==> src/rtl/irti_pkg.sv <==
// Shared types and constants for the image rotation / triangle interpolation block.
package irti_pkg;

    localparam int MAX_WIDTH_DEF  = 256;
    localparam int MAX_HEIGHT_DEF = 256;
    localparam int FRAC_BITS_DEF  = 8;
    localparam int TRIG_BITS      = 14;

    localparam logic OP_LOAD  = 1'b0;
    localparam logic OP_QUERY = 1'b1;

    localparam int CFG_IDX_W = 3;
    localparam logic [CFG_IDX_W-1:0] CFG_COS    = 3'd0;
    localparam logic [CFG_IDX_W-1:0] CFG_SIN    = 3'd1;
    localparam logic [CFG_IDX_W-1:0] CFG_OFF_X  = 3'd2;
    localparam logic [CFG_IDX_W-1:0] CFG_OFF_Y  = 3'd3;
    localparam logic [CFG_IDX_W-1:0] CFG_WIDTH  = 3'd4;
    localparam logic [CFG_IDX_W-1:0] CFG_HEIGHT = 3'd5;
    localparam int CFG_DATA_W = 20;

    localparam logic [7:0] PIX_WHITE = 8'd255;

    typedef struct packed {
        logic       opcode;
        logic [7:0] pos_x;
        logic [7:0] pos_y;
        logic [7:0] pixel_in;
    } in_t;

    typedef struct packed {
        logic [7:0] pixel_out;
        logic       inside_res;
        logic [7:0] out_x;
        logic [7:0] out_y;
    } out_t;

    // Query bookkeeping that travels with the frame store read
    typedef struct packed {
        logic       query;
        logic       in_bounds;
        logic       ix0;
        logic       iy0;
        logic [7:0] x;
        logic [7:0] y;
    } qmeta_t;

endpackage

==> src/rtl/irti_map.sv <==
// Forward coordinate mapping: product stage, then sum/floor stage.
module irti_map #(
    parameter int FRAC_BITS = irti_pkg::FRAC_BITS_DEF,
    parameter int QW        = 27 + FRAC_BITS
) (
    input  logic                   aclk,
    input  logic                   aresetn,
    input  logic                   en,
    input  logic                   in_valid,
    input  irti_pkg::in_t          in_data,
    input  logic signed [15:0]     cos_q14,
    input  logic signed [15:0]     sin_q14,
    input  logic signed [19:0]     offset_x,
    input  logic signed [19:0]     offset_y,
    output logic                   st2_valid,
    output irti_pkg::in_t          st2_data,
    output logic signed [QW-1:0]   qx,
    output logic signed [QW-1:0]   qy
);
    localparam int AFW = 26 + FRAC_BITS;

    logic                 v1_reg, v2_reg;
    irti_pkg::in_t        d1_reg, d2_reg;
    logic signed [24:0]   p_cx_reg, p_sy_reg, p_sx_reg, p_cy_reg;
    logic signed [24:0]   p_cx_next, p_sy_next, p_sx_next, p_cy_next;
    logic signed [QW-1:0] qx_reg, qy_reg, qx_next, qy_next;
    logic signed [25:0]   ax, ay;
    logic signed [AFW-1:0] afx, afy, shx, shy;
    logic signed [8:0]    sx, sy;

    // Stage 1: four rotation products
    always_comb begin
        sx = $signed({1'b0, in_data.pos_x});
        sy = $signed({1'b0, in_data.pos_y});
        p_cx_next = cos_q14 * sx;
        p_sy_next = sin_q14 * sy;
        p_sx_next = sin_q14 * sx;
        p_cy_next = cos_q14 * sy;
    end

    // Stage 2: combine, scale to coordinate fraction, floor, add offset
    always_comb begin
        ax  = 26'(p_cx_reg) - 26'(p_sy_reg);
        ay  = 26'(p_sx_reg) + 26'(p_cy_reg);
        afx = {ax, {FRAC_BITS{1'b0}}};
        afy = {ay, {FRAC_BITS{1'b0}}};
        shx = afx >>> irti_pkg::TRIG_BITS;
        shy = afy >>> irti_pkg::TRIG_BITS;
        qx_next = QW'(shx) + QW'(offset_x);
        qy_next = QW'(shy) + QW'(offset_y);
    end

    always_ff @(posedge aclk) begin
        if (!aresetn) begin
            v1_reg <= 1'b0;
            v2_reg <= 1'b0;
        end else if (en) begin
            v1_reg <= in_valid;
            v2_reg <= v1_reg;
        end
    end

    always_ff @(posedge aclk) begin
        if (en) begin
            d1_reg   <= in_data;
            p_cx_reg <= p_cx_next;
            p_sy_reg <= p_sy_next;
            p_sx_reg <= p_sx_next;
            p_cy_reg <= p_cy_next;
            d2_reg   <= d1_reg;
            qx_reg   <= qx_next;
            qy_reg   <= qy_next;
        end
    end

    assign st2_valid = v2_reg;
    assign st2_data  = d2_reg;
    assign qx        = qx_reg;
    assign qy        = qy_reg;
endmodule

==> config.mk <==
export PLATFORM = sky130hd
export DESIGN_NAME = irti_map
export DESIGN_NICKNAME = d
export VERILOG_FILES = /design/src/rtl/irti_pkg.sv /design/src/rtl/irti_map.sv
export SDC_FILE = /design/constraint.sdc
export NUM_CORES = 2
export LEC_CHECK = 0
export BUFFER_PORTS_ARGS = -buffer_cell sky130_fd_sc_hd__buf_4
export CORE_UTILIZATION = 65
export DETAILED_ROUTE_END_ITERATION = 16
export GPL_ROUTABILITY_DRIVEN = 0
export HOLD_SLACK_MARGIN = 0.03
export PLACE_DENSITY = 0.94
export SYNTH_ARGS = -nofsm -noshare
export SYNTH_HDL_FRONTEND = slang
export SYNTH_SLANG_ARGS = --single-unit
export TNS_END_PERCENT = 5
==> constraint.sdc <==
create_clock -name aclk -period 11.6 [get_ports aclk]
set_input_delay 0.58 -clock aclk [delete_from_list [all_inputs] [get_ports aclk]]
set_output_delay 0.58 -clock aclk [all_outputs]
set_load 0.01 [all_outputs]
==> Word-level counts from Yosys, hierarchy flattened <==
Cells that the tools add are included.
{ "totals": {"reg_bits": 222, "input_bits": 101, "out_inout_bits": 96, "word_cells": 24} }
{ "classes": {"add_sub_neg": 4, "mul": 4} }
{ "op_table": {"columns": ["op", "count"], "rows": [
  ["$mul A16 B9 Y25", 4],
  ["$add A20 B20 Y21", 2],
  ["$add A25 B25 Y26", 1],
  ["$sub A25 B25 Y26", 1]
]} }

==> Depth between registers and ports, before layout <==
{ "depth": {"word_depth": 2, "depth_mapped": 20, "depth_no_buf": 19} }

==> Least setup slack after synthesis <==
OpenSTA, ideal clock, no wires.
{ "synth_timing": {"kind": "input-to-reg", "from": "input port in_data[16] (netlist name)", "to": "register p_sx_reg[23] (data pin)", "setup_time_ns": 0.180, "t_arrival_ns": 5.178, "required_ns": 11.420, "path_slack_ns": 6.242, "path_stages": 18, "n_path_buf": 1, "cell_sequence": "clkbuf_1 -> nand2_1 -> fa_1 -> inv_1 -> fa_1 -> fa_1 -> inv_1 -> fa_1 -> inv_1 -> ha_1 -> a21o_1 -> or3_1 -> o211a_1 -> a41o_1 -> o2111a_1 -> o21a_1 -> o21a_1 -> o311ai_1"} }
{ "synth_via": {"elab_chain_len": 1} }
{ "synth_rtl": {"columns": ["item", "line", "source"], "rows": [
  ["start: declaration", "irti_map.sv:10", "input irti_pkg::in_t in_data,"],
  ["$mul A16 B9 Y25", "irti_map.sv:37", "p_sx_next = sin_q14 * sx;"],
  ["net p_sx_next[23]", "irti_map.sv:25", "logic signed [24:0] p_cx_next, p_sy_next, p_sx_next, p_cy_next;"],
  ["end signal: assignment", "irti_map.sv:68", "p_sx_reg <= p_sx_next;"],
  ["end: declaration", "irti_map.sv:24", "logic signed [24:0] p_cx_reg, p_sy_reg, p_sx_reg, p_cy_reg;"]
]} }
The timed path passes the listed nets, and every way through them passes these cells.
A chain may end at the register's enable or synchronous reset.

==> Worst setup path after layout <==
Same ends and word-level chain as after synthesis.

==> metrics.txt <==
DR WL/cell=18.73 um; first-pass GRT wire length=110.1 mm; # DRC=0; most used flip-flop cell after synthesis=edfxtp_1; Pwr Density=323.1 mW/mm2; core area=0.04232 mm2; die height=210.0 um; outcome=finished clean; area delta synth->final=8.221%; DR pass1 iterations=6; Avg Inst Size Synth=9.646 um2; die width=210.0 um; worst skew pair latency=0.50 ns; clk_skew=0.01232 ns; post-route ant nets=0; largest net degree at the start of global routing=76; share of cells above drive strength 1=7.976%; Clock Path Buffers=2; gr usage total=32.08%; CTS clk-pin slew, worst paths=0.08 ns; worst hold margin=0.2460 ns; VDD IR max=240.2 uV; synth top area cells=fa_1 29%, edfxtp_1 20%, ha_1 13%; Worst Hold Path Cells=1; post-layout util=71.92%; internal power=0.005036 W; leak pwr=15.39 nW; via count=21260; Nets=3820; cell taking the most area after synthesis=fa_1; Crit Path Class=primary input to flop; Root Driver=clkbuf_16; FP Rows=75; total grt overflow=0; Seq cells post-synth=194; postcts setup bufs=0; initial antenna violation count=1; TritonCTS buffer count=17; post-route minimum period=5.395 ns; Cell Area, Synth=0.02813 mm2; vias in the first global route=23050; reg2reg path depth=16; Max Cap Violations=0; critical path launch point type=primary input; 1st-iter DRT viols=2014; Hold Buf Count CTS=0; Crit. End Element=flop; Comb power frac=77.0%; worst slew pin tran=0.9688 ns; post-DP HPWL=51.87 mm; sequential power share=16.4%; syn_nets=3715; IO buf count=196; final hold vios=0; placed cells=3579; Arr. time, crit path=5.71 ns; Post-Synthesis Cells=2916; asr flop ratio synth=0%; Tot Pwr=0.009835 W; Hold WC Path Type=primary input to flop; H-tree depth=4; CTS Sinks=194; largest fanout on the critical path=33; CTS tree=done; Cell Count, Final, Fillers Out=3612; switch share=48.80%; P_sw=0.004799 W; Clock Power Share=6.6%; Initial Util=66.46%; Post-synth EDFFs=192; post-synth cell types=68; Max Freq=185.4 MHz; CTS resizes=0; worst path required time=11.92 ns; sequential area share after synthesis=20.64%; setup TNS=0 ns; final setup violating endpoints=0; vias per inst=5.885; slew margin rel.=35.42%; final WL=67.65 mm; die area=0.04411 mm2; Slew Limit Fails=0; fin crit share=46.50%; # IOs=197; RSZ-0062 raised after global routing=no; top cell type's share of synthesized area=29.18%; yosys warns=0
layer usage:
metal / global-route usage [%] / vias up / part of all wire (%)
met5: 0 / - / 0
li1: - / 9331 / -
met4: 19.28 / 0 / 5.8
met2: 55.44 / 1128 / 50
met1: 37.22 / 10480 / 36
met3: 6.019 / 316 / 8.0
through the flow:
step / cell area, um2 / setup slack, ns
final: 30440 / 6.205
after global routing: 30440 / 5.939
after CTS: 30440 / 6.260
after detailed placement: 29810 / 5.741
after global placement: 29810 / 5.943
after floorplan: 28130 / 6.242
worst paths after layout:
kind | endpoint | from | slack, ns
worst max register to register | qx[17] | p_cx_reg[5] | 6.67
worst max-delay path | p_sx_reg[23] | in_data[16] | 6.21
worst min register to register | st2_data[16] | d1_reg[16] | 0.42
worst min-delay path | d1_reg[7] | in_data[7] | 0.25
worst max-delay path, stage by stage:
cell	delay [ns]
buf_4	0.36
nand2_1	0.18
fa_1	0.58
inv_1	0.06
fa_1	0.49
fa_1	0.55
inv_1	0.05
fa_1	0.48
inv_1	0.04
ha_1	0.33
a21o_1	0.21
or3_1	0.33
o211a_1	0.24
a41o_1	0.28
o2111a_1	0.26
o21a_1	0.20
o21a_1	0.20
o311ai_1	0.25
cells in the mapped netlist (all sizes together), types with 46 or more instances:
master  instances
nand2         280
xor2           48
xnor2         106
and2          295
clkbuf         84
nor2           74
ha            288
a21oi         104
edfxtp        192
o21ai          54
a21o           46
inv           639
fa            410
logic make-up after synthesis:
logic type	synth area share (%)
AO/OA/AOI/OAI	7.669
XOR/XNOR	4.795
adder cells (fa/ha/maj)	41.99
buffers and inverters	10.40
flip-flops	20.64
multiplexers	0.2135
AND/OR/NAND/NOR	14.29
cell type report:
| cell class | count | area [um2] |
|---|---|---|
| Sequential cell | 194 | 5806 |
| Inverter | 639 | 2399 |
| Fill cell | 2673 | 11880 |
| Multi-Input combinational cell | 1971 | 19400 |
| Clock inverter | 14 | 192.7 |
| Antenna cell | 1 | 2.502 |
| Timing Repair Buffer | 198 | 1493 |
| Clock buffer | 18 | 429.2 |
| Tap cell | 577 | 721.9 |
power groups by stage:
stage | registers, W | clock network [W] | logic, W
after floorplan | 0.00158 | 0 | 0.00560
after global placement | 0.00161 | 0 | 0.00678
after detailed placement | 0.00161 | 0 | 0.00731
after CTS | 0.00161 | 0.000663 | 0.00742
after global routing | 0.00162 | 0.000686 | 0.00829
final | 0.00161 | 0.000654 | 0.00757
cells in the final DEF (no fill, tap or decap), drive strengths merged, types with 5 or more instances in the layout:
cell type,count
a211o,7
a211oi,11
a21boi,5
a21o,46
a21oi,104
a221oi,5
a31o,5
a31oi,8
and2,295
and3,13
buf,197
clkbuf,19
edfxtp,192
fa,410
ha,288
inv,645
mux2i,6
nand2,280
nand2b,21
nand3,23
nand4,9
nor2,74
nor2b,14
nor3,27
o211ai,10
o21a,14
o21ai,54
o21bai,14
o22ai,5
o31ai,5
or2,5
or3,12
xnor2,106
xor2,48
No activity file was read; power rests on OpenSTA's default activity.
