===== src/rtl/irti_pkg.sv =====
// Shared types and constants for the image rotation / triangle interpolation block.
package irti_pkg;

    localparam int MAX_WIDTH_DEF  = 256;
    localparam int MAX_HEIGHT_DEF = 256;
    localparam int FRAC_BITS_DEF  = 8;
    localparam int TRIG_BITS      = 14;

    localparam logic OP_LOAD  = 1'b0;
    localparam logic OP_QUERY = 1'b1;

    localparam int CFG_IDX_W = 3;
    localparam logic [CFG_IDX_W-1:0] CFG_COS    = 3'd0;
    localparam logic [CFG_IDX_W-1:0] CFG_SIN    = 3'd1;
    localparam logic [CFG_IDX_W-1:0] CFG_OFF_X  = 3'd2;
    localparam logic [CFG_IDX_W-1:0] CFG_OFF_Y  = 3'd3;
    localparam logic [CFG_IDX_W-1:0] CFG_WIDTH  = 3'd4;
    localparam logic [CFG_IDX_W-1:0] CFG_HEIGHT = 3'd5;
    localparam int CFG_DATA_W = 20;

    localparam logic [7:0] PIX_WHITE = 8'd255;

    typedef struct packed {
        logic       opcode;
        logic [7:0] pos_x;
        logic [7:0] pos_y;
        logic [7:0] pixel_in;
    } in_t;

    typedef struct packed {
        logic [7:0] pixel_out;
        logic       inside_res;
        logic [7:0] out_x;
        logic [7:0] out_y;
    } out_t;

    // Query bookkeeping that travels with the frame store read
    typedef struct packed {
        logic       query;
        logic       in_bounds;
        logic       ix0;
        logic       iy0;
        logic [7:0] x;
        logic [7:0] y;
    } qmeta_t;

endpackage


===== src/rtl/irti_interp.sv =====
// Triangle selection, weight products, and final sum into the output register.
module irti_interp #(
    parameter int FRAC_BITS = irti_pkg::FRAC_BITS_DEF
) (
    input  logic                  aclk,
    input  logic                  aresetn,
    input  logic                  en,
    input  irti_pkg::qmeta_t      st3_meta,
    input  logic [FRAC_BITS-1:0]  st3_fx,
    input  logic [FRAC_BITS-1:0]  st3_fy,
    input  logic [7:0]            corner_pix [4],
    output logic                  m_valid,
    output irti_pkg::out_t        m_data
);
    localparam int PW = FRAC_BITS + 10;
    localparam int ZW = FRAC_BITS + 11;

    logic [7:0]        z1, zr, zd, z3, z2;
    logic              upper;
    logic signed [8:0] da, db, ma, mb;
    logic signed [PW-1:0] pa_next, pb_next, pa_reg, pb_reg;
    logic [7:0]        z1_reg;
    irti_pkg::qmeta_t  m4_reg;
    logic signed [ZW-1:0] zq;
    logic [ZW-1:0]     zsh;
    logic [7:0]        res;
    logic              v5_reg;
    irti_pkg::out_t    out_reg, out_next;

    // Stage 4: pick the triangle and form both weighted differences
    always_comb begin
        z1    = corner_pix[{st3_meta.iy0, st3_meta.ix0}];
        zr    = corner_pix[{st3_meta.iy0, ~st3_meta.ix0}];
        zd    = corner_pix[{~st3_meta.iy0, st3_meta.ix0}];
        z3    = corner_pix[{~st3_meta.iy0, ~st3_meta.ix0}];
        upper = st3_fy < st3_fx;
        z2    = upper ? zr : zd;
        da    = $signed({1'b0, z1}) - $signed({1'b0, z2});
        db    = $signed({1'b0, z2}) - $signed({1'b0, z3});
        ma    = upper ? da : db;
        mb    = upper ? db : da;
        pa_next = ma * $signed({1'b0, st3_fx});
        pb_next = mb * $signed({1'b0, st3_fy});
    end

    always_ff @(posedge aclk) begin
        if (!aresetn) begin
            m4_reg.query <= 1'b0;
        end else if (en) begin
            m4_reg.query <= st3_meta.query;
        end
    end

    always_ff @(posedge aclk) begin
        if (en) begin
            m4_reg.in_bounds <= st3_meta.in_bounds;
            m4_reg.ix0       <= st3_meta.ix0;
            m4_reg.iy0       <= st3_meta.iy0;
            m4_reg.x         <= st3_meta.x;
            m4_reg.y         <= st3_meta.y;
            z1_reg           <= z1;
            pa_reg           <= pa_next;
            pb_reg           <= pb_next;
        end
    end

    // Stage 5: sum, clamp, truncate
    always_comb begin
        zq  = $signed(ZW'({z1_reg, {FRAC_BITS{1'b0}}})) - ZW'(pa_reg) - ZW'(pb_reg);
        zsh = zq[ZW-1] ? '0 : (ZW'(zq) >> FRAC_BITS);
        res = (zsh > ZW'(255)) ? irti_pkg::PIX_WHITE : zsh[7:0];
        out_next.pixel_out  = m4_reg.in_bounds ? res : irti_pkg::PIX_WHITE;
        out_next.inside_res = m4_reg.in_bounds;
        out_next.out_x      = m4_reg.x;
        out_next.out_y      = m4_reg.y;
    end

    always_ff @(posedge aclk) begin
        if (!aresetn) begin
            v5_reg <= 1'b0;
        end else if (en) begin
            v5_reg <= m4_reg.query;
        end
    end

    always_ff @(posedge aclk) begin
        if (en) begin
            out_reg <= out_next;
        end
    end

    assign m_valid = v5_reg;
    assign m_data  = out_reg;
endmodule


===== config.mk =====
export PLATFORM = sky130hd
export DESIGN_NAME = irti_interp
export DESIGN_NICKNAME = d
export VERILOG_FILES = /design/src/rtl/irti_pkg.sv /design/src/rtl/irti_interp.sv
export SDC_FILE = /design/constraint.sdc
export NUM_CORES = 1
export LEC_CHECK = 0
export ABC_AREA = 1
export CORE_AREA = 2 2 144 146
export CTS_BUF_LIST = sky130_fd_sc_hd__clkbuf_16
export DETAILED_ROUTE_END_ITERATION = 8
export DIE_AREA = 0 0 146 148
export DONT_BUFFER_PORTS = 1
export PLACE_DENSITY = 0.82
export SLEW_MARGIN = 20
export SYNTH_ARGS = -nofsm -noshare
export SYNTH_HDL_FRONTEND = slang
export SYNTH_SLANG_ARGS = --single-unit

===== constraint.sdc =====
create_clock -name aclk -period 14.4 [get_ports aclk]
set_input_delay 1.44 -clock aclk [delete_from_list [all_inputs] [get_ports aclk]]
set_output_delay 1.44 -clock aclk [all_outputs]
set_load 0.05 [all_outputs]

After elaboration in Yosys (flattened, before gate mapping)
Cells that the tools add are included.

storage, ports and cells
  input port bits = 71
  word-level logic and storage cells = 48
  register bits after elaboration = 88
  output and inout port bits = 26

cells by class
  muxes and demuxes = 16
  bitwise operators = 7
  multiply operators = 2
  reductions and logical operators = 1
  add/sub/neg operators = 4
  $lt $le $gt $ge = 6

operator list
  operator             number
  $mux 8               9
  $bmux 8 s2           4
  $mul 9x9->18         2
  $sub 17x18->19       1
  $sub 19x18->19       1
  $mux 9               2
  $sub 8x8->9          2
  $ge 3x3->1 const B   4
  $not 2->3            4
  $gt 10x8->1 const B  1
  $mux 10              1
  $lt 8x8->1           1
  $not 1->1            3
  $reduce_or 2->1      1

Depth between registers and ports, before layout
  depth in word-level cells = 9
  depth in mapped cells = 44
  mapped depth without buffers = 41

Worst setup path before layout
Ideal clock, no wire load.

  path kind = input-to-reg
  start = input st3_fx[5]
  end = register pa_reg[16] (data pin)
  arrival time = 8.247 ns
  data required time = 14.138 ns
  buffers on the path = 3
  slack = 5.890 ns
  setup time = 0.262 ns
  stages on the path = 39
  cells stage by stage = clkbuf_1 inv_1 ha_1 nand2_1 nor2_1 nand2_8 nand2_8 buf_8 inv_2 buf_2 o211ai_1 nand2_1 inv_1 nand2_1 fa_1 a31o_2 o21bai_2 nand2_1 (+3 left out) fa_1 inv_1 fa_1 inv_1 fa_1 fa_1 inv_1 ha_1 nand2_1 o21ai_0 a21oi_1 o21bai_1 a21boi_0 o21ai_0 nand2_1 nand2_1 a21oi_1 xor2_1

between the ends
  cells in the longest elaborated chain, start to end = 5
  elaborated cells between the ends (all ways) = 6
  those cells by class = 2 x add/sub; 1 x mul; 1 x order compare; 2 x mux

RTL lines
  what                            line                                  RTL
  start, declared                 irti_interp.sv:9                      input logic [FRAC_BITS-1:0] st3_fx,
  $lt 8x8->1                      irti_interp.sv:36                     upper = st3_fy < st3_fx;
  $mux 8                          irti_interp.sv:37                     z2 = upper ? zr : zd;
  $sub 8x8->9 (on tied branches)  irti_interp.sv:39, irti_interp.sv:38
  $mux 9                          irti_interp.sv:40                     ma = upper ? da : db;
  $mul 9x9->18 (*)                irti_interp.sv:42                     pa_next = ma * $signed({1'b0, st3_fx});
  via pa_next[16]                 irti_interp.sv:21                     logic signed [PW-1:0] pa_next, pb_next, pa_reg, pb_reg;
  end signal, assigned            irti_interp.sv:62                     pa_reg <= pa_next;
  end, declared                   irti_interp.sv:21

Mark *: on every way through the listed nets, which the timed path passes. The rest lies on a longest branch.
A chain may end at the register's enable or synchronous reset.

Worst setup path in the final report
  start = input st3_fx[6]
  end = register pa_reg[16] (data pin)

The elaborated chain is that of the path after synthesis.

==> run summary <==
initial antenna violation count = 1
CTS max path bufs = 2
die width = 146 um
final count of negative-setup-slack endpoints = 0
Final period util = 61.9%
Synth Register Bits = 88
RSZ-0062 raised after global routing = no
share of cells above drive strength 1 = 6.22%
Crit. End Element = flip-flop
top cells by area, synth = fa_1 22%, edfxtp_1 22%, ha_1 13%, inv_1 11%, nand2_1 7.3%
critical path's largest stage delay = 0.54 ns
Clk Latency, worst-skew pair = 0.35 ns
Clk pin slew, worst setup/hold paths = 0.07 ns
Antenna Nets Post-Route = 0
Detailed Routing Iterations Pass 1 = 5
initial DRC count = 641
Placement Setup Slack = 5.20 ns
via count = 8988
Syn Std Cell Area = 11800 sq um
post-layout util = 61.2%
clock buffer count from CTS = 9
Post-CTS Setup Repair Bufs = 0
Total GRT Usage = 24.6%
worst hold margin = 0.420 ns
hold path cells = 0
ys async rst share = 0%
DP Wirelength = 21.4 mm
startpoint types = input port
area leader, netlist = fa_1
pin count of the biggest net entering global routing = 90
post-cts sizing count = 0
setup ws final = 5.48 ns
Slew Limit Fails = 0
worst r2r path cells = 14
clock sink count = 88
cell with the most instances after synthesis = inv_1
register area = 2620 sq um
synth warn = 0
std cell rows = 52
Crit-path slowest cell = fa_1
fin nets = 1713
Post-synth top cells = 334 x inv_1, 230 x nand2_1, 129 x fa_1
max FFs per register = 25
Top FF cell, synth = edfxtp_1
max frequency = 0.112 GHz
Die Y = 148 um
post-synth top area share = 21.9%
ANT cells = 0
Vias/cell = 5.39
core footprint = 20000 sq um
Multi-input gate area = 7730 sq um
hold crit path type = flip-flop to flip-flop
fill count = 1732
hold buffer count at cts = 0
setup_tns = 0 ns
Port Buf Inserts = 0
worst endpoint required time = 14.50 ns
CTS tree = built
DR WL/cell = 15.1 um
htree depth = 3
status = finished, final reports clean
clk_skew = 0.0131 ns
Total Routed Length = 25.2 mm
Root Buffer = clkbuf_16
initial core utilization = 58.8%
Worst Tran Pin Value = 0.650 ns
post-synthesis sequential area ratio = 22.2%
Tmin final = 8.92 ns
CP dominant cell by count = nand2_1
syn nets = 1728
DRC = 0
Setup CP Type = input port to flip-flop
maxcap violations = 0
Slew headroom = 56.2%
die area = 21600 sq um
arrival time worst endpoint = 9.02 ns
Synth Instances = 1409
Area growth syn-to-layout = 4.06%
GR Overflow Total = 0
io pins = 97
first-pass GRT wire length = 42.6 mm
gp weighted congestion = 0.895
Post-synth EDFFs = 86
endpoints failing hold = 0
Post-Syn Area per Cell = 8.37 sq um
Yosys cell types = 53
CP Max Fanout = 32
number of global-route vias before repair = 9085
[cell usage in the layout, fill, tap and decap left out, types with 7 or more instances in the layout]
| cell | instances |
|---|---|
| a21oi_1 | 46 |
| nand3_1 | 107 |
| nand2_1 | 230 |
| nand4_1 | 12 |
| inv_1 | 334 |
| xnor2_1 | 15 |
| or2_2 | 10 |
| nor2_1 | 88 |
| ha_1 | 119 |
| nand2_2 | 19 |
| o21ai_0 | 51 |
| fa_1 | 129 |
| o21ai_2 | 7 |
| xor2_1 | 29 |
| edfxtp_1 | 86 |
| o21ai_1 | 18 |
| nand3_2 | 16 |
| clkbuf_16 | 9 |
[cell type report]
| class | count | share of cell area [%] |
|---|---|---|
| inverters | 343 | 10.5 |
| flip-flops and latches | 88 | 21.4 |
| well taps | 270 | 2.75 |
| clock buffers | 9 | 1.84 |
| clock inverters | 7 | 0.510 |
| multi-input cells | 952 | 63.0 |
[per-stage QoR]
step                cell area (sq um)  std cells
finish                          12300       1669
global route                    12300       1669
CTS                             12300       1669
detailed placement              12000       1653
global placement                12000       1653
floorplan                       11800       1409
[per-layer routing]
layer	global-route usage [%]	wire length [um]	part of all wire, %
met5	0	11	0.044
met4	10.1	977	3.9
met3	4.35	1820	7.2
met2	42.6	12100	48
met1	30.6	10300	41
[cells by family after synthesis]
family                   synth area share [%]
flip-flops                               22.2
AO/OA/AOI/OAI                            7.50
XOR/XNOR                                 3.41
AND/OR/NAND/NOR                          19.7
buffers and inverters                    12.2
multiplexers                            0.425
adder cells (fa/ha/maj)                  34.5
[worst max-delay path, delay by kind of cell]
| family | cells | cell delay [ns] |
|---|---|---|
| simple gates | 11 | 1.38 |
| buf+inv | 6 | 0.70 |
| fa+ha+maj | 7 | 3.24 |
| xor+xnor | 1 | 0.14 |
| compound gates | 10 | 2.08 |
[worst paths after layout]
path / startpoint / to / slack [ns]
worst max-delay path: st3_fx[6] / pa_reg[16] / 5.48
worst min-delay path: m4_reg[6] / m_data[6] / 0.42
worst max register to register: pb_reg[8] / m_data[24] / 11.22
worst min register to register: m4_reg[6] / m_data[6] / 0.42
Power is not shown: default switching activity piles up to over one toggle a cycle in this logic, so the estimate is an artifact.
